`src/rtl/cco_pkg.sv`:
```
// ---------------------------------------------------------------------------
// cco_pkg
// shared types and constants for the culled circle overlap pair finder
// ---------------------------------------------------------------------------
package cco_pkg;

    localparam int COORD_W = 24;
    localparam int RAD_W   = 16;
    localparam int IDX_W   = 16;
    localparam int CFG_ADDR_W = 2;

    localparam logic [CFG_ADDR_W-1:0] REG_VIEW_MIN_X = 2'd0;
    localparam logic [CFG_ADDR_W-1:0] REG_VIEW_MAX_X = 2'd1;
    localparam logic [CFG_ADDR_W-1:0] REG_VIEW_MIN_Y = 2'd2;
    localparam logic [CFG_ADDR_W-1:0] REG_VIEW_MAX_Y = 2'd3;

    localparam logic PAIR_OBJECT   = 1'b0;
    localparam logic PAIR_PARTICLE = 1'b1;

    // controller to datapath
    typedef struct packed {
        logic load;      // capture the request and update counts
        logic rd_obj;    // read object entry at scan index
        logic rd_part;   // read particle entry at scan index
        logic scan_clr;  // reset scan index
        logic scan_inc;  // advance scan index
        logic store;     // write arriving object into the store
        logic test;      // compare registered entry against request
    } cco_cmd_t;

    // datapath to controller
    typedef struct packed {
        logic keep_obj;   // request is an object, kept, with room
        logic obj_done;   // scan index reached object count
        logic part_done;  // scan index reached particle count
    } cco_stat_t;

endpackage

```
`src/rtl/cco_ctrl.sv`:
```
// ---------------------------------------------------------------------------
// cco_ctrl
// sequencer: accept, check, then for a kept object scan objects then particles, drain, store
// ---------------------------------------------------------------------------
module cco_ctrl (
    input  logic               clk,
    input  logic               rst_n,
    input  logic               in_valid,
    output logic               in_stall,
    input  cco_pkg::cco_stat_t stat,
    output cco_pkg::cco_cmd_t  cmd,
    output logic               busy
);
    import cco_pkg::*;

    typedef enum logic [5:0] {
        ST_IDLE  = 6'b000001,
        ST_CHECK = 6'b000010,
        ST_OBJ   = 6'b000100,
        ST_PART  = 6'b001000,
        ST_DRAIN = 6'b010000,
        ST_STORE = 6'b100000
    } state_t;

    state_t state_reg, state_next;
    logic [1:0] drain_reg, drain_next;
    // test is asserted in the cycle after the read
    logic rd_d_reg;

    assign in_stall = (state_reg != ST_IDLE);
    assign busy     = (state_reg != ST_IDLE);

    always_comb
    begin
        state_next = state_reg;
        drain_next = drain_reg;
        cmd        = '0;
        cmd.test   = rd_d_reg;
        unique case (state_reg)
            ST_IDLE:
            begin
                if (in_valid)
                begin
                    cmd.load     = 1'b1;
                    cmd.scan_clr = 1'b1;
                    state_next   = ST_CHECK;
                end
            end
            ST_CHECK:
            begin
                state_next = stat.keep_obj ? ST_OBJ : ST_IDLE;
            end
            ST_OBJ:
            begin
                if (stat.obj_done)
                begin
                    cmd.scan_clr = 1'b1;
                    state_next   = ST_PART;
                end
                else
                begin
                    cmd.rd_obj   = 1'b1;
                    cmd.scan_inc = 1'b1;
                end
            end
            ST_PART:
            begin
                if (stat.part_done)
                begin
                    drain_next = 2'd3;
                    state_next = ST_DRAIN;
                end
                else
                begin
                    cmd.rd_part  = 1'b1;
                    cmd.scan_inc = 1'b1;
                end
            end
            ST_DRAIN:
            begin
                drain_next = drain_reg - 2'd1;
                if (drain_reg == 2'd0)
                    state_next = ST_STORE;
            end
            ST_STORE:
            begin
                cmd.store  = 1'b1;
                state_next = ST_IDLE;
            end
            default: state_next = ST_IDLE;
        endcase
    end

    always_ff @(posedge clk or negedge rst_n)
    begin
        if (!rst_n)
        begin
            state_reg <= ST_IDLE;
            drain_reg <= '0;
            rd_d_reg  <= 1'b0;
        end
        else
        begin
            state_reg <= state_next;
            drain_reg <= drain_next;
            rd_d_reg  <= cmd.rd_obj | cmd.rd_part;
        end
    end

endmodule

```
`config.mk`:
```
export PLATFORM = sky130hd
export DESIGN_NAME = cco_ctrl
export DESIGN_NICKNAME = d
export VERILOG_FILES = /design/src/rtl/cco_pkg.sv /design/src/rtl/cco_ctrl.sv
export SDC_FILE = /design/constraint.sdc
export NUM_CORES = 1
export LEC_CHECK = 0
export ABC_AREA = 1
export BUFFER_PORTS_ARGS = -buffer_cell sky130_fd_sc_hd__buf_4
export CORE_AREA = 2 2 39 41
export CTS_CLUSTER_DIAMETER = 100
export CTS_CLUSTER_SIZE = 25
export DETAILED_ROUTE_END_ITERATION = 7
export DIE_AREA = 0 0 41 43
export PLACE_DENSITY_LB_ADDON = 0.12
export SYNTH_ARGS = -nofsm -noshare
export SYNTH_HDL_FRONTEND = slang
export SYNTH_SLANG_ARGS = --single-unit
```
`constraint.sdc`:
```
create_clock -name clk -period 3.05 [get_ports clk]
set_clock_uncertainty 0.15 [all_clocks]
set_input_delay 0.7625 -clock clk [delete_from_list [all_inputs] [get_ports clk]]
set_output_delay 0.7625 -clock clk [all_outputs]
set_load 0.01 [all_outputs]
```
* Word-level counts from Yosys, hierarchy flattened
Cells that the tools add are included.
** Operators by class
- Bitwise operators :: 1
- Shift-type cells :: 0
- Magnitude comparators :: 0
- Div/mod/pow operators :: 0
- Reductions and logical operators :: 4
- Equal/unequal tests :: 11
- Muxes and demuxes :: 18
- Multiply operators :: 0
- Add/sub/neg operators :: 1
** Operators with widths (number)
- $pmux W6 S5 :: 1
- $mux W6 :: 4
- $mux W1 :: 8
- $ne A2 B2 Y1 const B :: 4
- $eq A6 B1 Y1 const B :: 1
- $eq A6 B2 Y1 const B :: 1
- $eq A6 B3 Y1 const B :: 1
- $eq A6 B4 Y1 const B :: 1
- $eq A6 B5 Y1 const B :: 1
- $eq A6 B6 Y1 const B :: 1
- $ne A6 B1 Y1 const B :: 1
- $pmux W1 S2 :: 2
- $pmux W2 S2 :: 1
- $reduce_and A4 Y1 :: 1
- $mux W3 :: 1
- $logic_not A2 Y1 :: 1
- $mux W2 :: 1
- $reduce_and A2 Y1 :: 1
- $reduce_bool A2 Y1 :: 1
- $sub A2 B1 Y2 const B :: 1
- $or A1 B1 Y1 :: 1
** Storage, ports and cells
- Latch bits :: 0
- Bits of input ports :: 6
- Memories kept :: 0
- Word-level logic and storage cells :: 38
- Bits in read-only memories :: 0
- Register bits :: 9
- Memory bits (writable) :: 0

* Depth between registers and ports, before layout
- Word-level depth :: 3
- Gate-level depth with buffers :: 8

* Least setup slack after synthesis
No wires, ideal clock.
- Path kind :: flip-flop to output port
- Start :: register state_reg[0]
- End :: output port cmd[3] (netlist name)
- Path buffers :: 0
- Path slack :: 0.957 ns
- Data required time :: 2.138 ns
- Stages on the path, launching flop included :: 5
- Arrival time :: 1.180 ns
- Path through :: dfstp_2 -> inv_1 -> nor2_1 -> nand3_2 -> o21ai_0
** RTL lines
- start, declared :: line cco_ctrl.sv:25 : state_t state_reg, state_next;
- start signal, assigned :: line cco_ctrl.sv:104 : state_reg <= state_next;
- end, declared :: line cco_ctrl.sv:11 : output cco_pkg::cco_cmd_t cmd,

==> impl_metrics.csv <==
group,metric,value,unit
outcome,outcome,"completed",
logic_synthesis,syn_avg_cell_area,7.61,um^2
detailed_routing,ant_nets,0,
flow_run,drv_cap,0,
timing,final_max_slew_viol_count,0,
detailed_routing,drt_iter0_markers,5,
clock_network,cts_buffer_depth,2,
pwr,p_comb_frac,0.425,
worst_setup_path,cp_max_fo,6,
timing,fin_hold_ws,0.151,ns
clock_network,clock_latency,0.27,ns
global_route,grt_pass1_vias,438,
placement,port-buffer-count,14,
logic_synthesis,netlist_area,571,um^2
timing,hold_viol,0,
clock_network,tritoncts,"done",
worst_setup_path,critical_path_depth,5,
worst_setup_path,critPathMaxStageDelay,0.55,ns
pwr,power.switching,0.176,mW
floorplanning,start_util,0.412,
floorplanning,io_pins,15,
pwr,leakage,0.429,nW
logic_synthesis,synth_edf_count,0,
logic_synthesis,synthFlopType,"dfrtp_1",
timing,relSlewSlack,0.860,
detailed_routing,routed_wl,1090,um
clock_network,post-cts-setup-buffers,0,
timing,finalSetupViolations,0,
placement,finalWeightedCongestion,0.759,
global_route,grt_antenna_before_repair,0,
cells_and_area,largest_reg_flops,6,
cells_and_area,drive_above_1_share,0.363,
pwr,ir_worst_vdd,0.413,mV
worst_setup_path,worstPathRequired,2.14,ns
floorplanning,die_x,41,um
cells_and_area,fill_cells,153,
worst_setup_path,reg2regPathDepth,7,
floorplanning,die_y,43,um
clock_network,clock-root-buffer,"clkbuf_4",
worst_setup_path,path_cells,"inv_1 -> nor2_1 -> nand3_2 -> o21ai_0 -> buf_4",
global_route,grt_max_degree,10,
worst_setup_path,critPathCaptureType,"output pin",
global_route,overflow,0,
timing,fin_tns_setup,0,ns
detailed_routing,wire_per_inst,10.2,um
logic_synthesis,synth.net_count,82,
floorplanning,coreArea,0.00138,mm^2
timing,grt_setup_unrepaired,"false",
pwr,internal_power,0.269,mW
floorplanning,die_area,0.00176,mm^2
worst_setup_path,critPathArrivalTime,1.49,ns
logic_synthesis,yosysSeqAreaShare,0.397,
detailed_routing,drc,0,
cells_and_area,antenna_cells,0,
logic_synthesis,yosys_warnings,0,
cells_and_area,syn_to_final_growth,23.9,%
logic_synthesis,ys_seq_elements,9,
timing,tightest_slew,0.210,ns
logic_synthesis,synthTopCellsByArea,"dfrtp_1, nand2_1, inv_1, nor2_4, dfstp_2",
worst_setup_path,slowest_stage,"dfstp_2",
clock_network,cts_buffers,3,
worst_setup_path,crit_family,"flip-flops",
worst_setup_path,critPathKind,"flop to output pin",
clock_network,cts.clk_slew.worst_paths,0.07,ns
clock_network,post_cts_resized,0,
worst_setup_path,critPathLaunchType,"flop",
pwr,swShare,0.395,
logic_synthesis,netlist.area_leader.share,0.351,
logic_synthesis,synthCells,75,
logic_synthesis,yosys.cell_types.count,17,
clock_network,htree_levels,1,
pwr,power,0.445,mW
pwr,clkPwrFrac,0.219,
detailed_routing,vias_per_cell,4.64,
cells_and_area,final_nets,99,
floorplanning,row_count,14,
global_route,grt_pass1_wl,1730,um
worst_hold_path,min_path_type,"primary input to asynchronous set/reset pin",
worst_setup_path,worst-path-buf-inv,2,
timing,post-route-period-util,0.789,
logic_synthesis,yosys.area.top_type,"dfrtp_1",
clock_network,cts_num_sinks,9,
clock_network,ctsHoldBuffers,0,
detailed_routing,vias,497,
global_route,grt_usage,0.160,
pwr,power_density,629,mW/mm^2
timing,max_freq,415,MHz
detailed_routing,first_pass_iters,4,
pwr,seqPwrFrac,0.356,
placement,hpwl,872,um
timing,fin_crit,2.41,ns
logic_synthesis,synthArstFlopShare,1.00,
[worst reg2reg max path, stage by stage (launching register included)]
cell and delay, ns:
dfstp_2 0.55, inv_1 0.05, nor2_1 0.15, nand3_2 0.15
nand2_1 0.09, inv_1 0.04, nand2_1 0.05, nand3_1 0.08
[power groups by stage]
stage          clock network [mW]  logic, mW  registers (mW)
2_1_floorplan                   0      0.132           0.159
3_3_place_gp                    0      0.188           0.161
3_5_place_dp                    0      0.193           0.161
4_1_cts                     0.100      0.194           0.159
5_1_grt                     0.105      0.213           0.161
6_report                   0.0975      0.189           0.159
[cell usage in the layout (no fill, tap or decap), drive strengths merged]
master	synthesis	final
a31oi	1	1
buf	2	14
clkbuf	0	4
dfrtp	8	8
dfstp	1	1
ha	1	1
inv	16	16
nand2	20	20
nand3	6	6
nand4	4	4
nor2	14	14
nor3	1	1
o21ai	1	1
[final cells by class]
type | instances | area (um^2) | share of cell area
well taps | 16 | 20.0 | 0.0283
inverters | 16 | 60.1 | 0.0850
multi-input cells | 48 | 269 | 0.381
flip-flops and latches | 9 | 226 | 0.320
clock buffers | 4 | 26.3 | 0.0372
repair buffers | 14 | 105 | 0.149
[cells in the mapped netlist, types with 2 or more instances]
| master | number |
|---|---|
| buf_4 | 2 |
| nor2_1 | 7 |
| inv_1 | 14 |
| nand4_1 | 4 |
| inv_2 | 2 |
| nand3_2 | 2 |
| nor2_4 | 4 |
| nand2_2 | 4 |
| dfrtp_1 | 8 |
| nand3_1 | 4 |
| nand2_1 | 16 |
| nor2_2 | 3 |
[kinds of logic after synthesis]
logic type                 share of synthesized area
and+or+nand+nor                                0.430
AOI/OAI and AO/OA                             0.0197
buffers and inverters                          0.132
adders and majority gates                     0.0219
DFF                                            0.397
[path summary, 6_finish.rpt]
path	from	endpoint	slack, ns
min in group clk	drain_reg[0]	drain_reg[0]	0.33
max	state_reg[0]	cmd[3]	0.64
max in group asynchronous	rst_n	state_reg[0]	2.38
min reg2reg	drain_reg[0]	drain_reg[0]	0.33
max reg2reg	state_reg[0]	state_reg[0]	1.67
min	rst_n	drain_reg[0]	0.15
[routing by layer]
layer | GRT usage | vias up | wire length [um]
met5 | 0 | - | 0
met3 | 0.0471 | 5 | 51
met4 | 0.140 | 0 | 41
li1 | - | 258 | -
met2 | 0.244 | 10 | 522
met1 | 0.164 | 224 | 475
[through the flow]
stage	utilization	worst slack [ns]	instances	instance area, um^2
after floorplan	-	0.957	75	571
after global placement	0.492	0.818	103	681
after detailed placement	0.492	0.796	103	681
after CTS	0.511	0.619	107	707
after global routing	0.511	0.510	107	707
final	0.511	0.643	107	707
No activity file was read; power rests on OpenSTA's default activity.
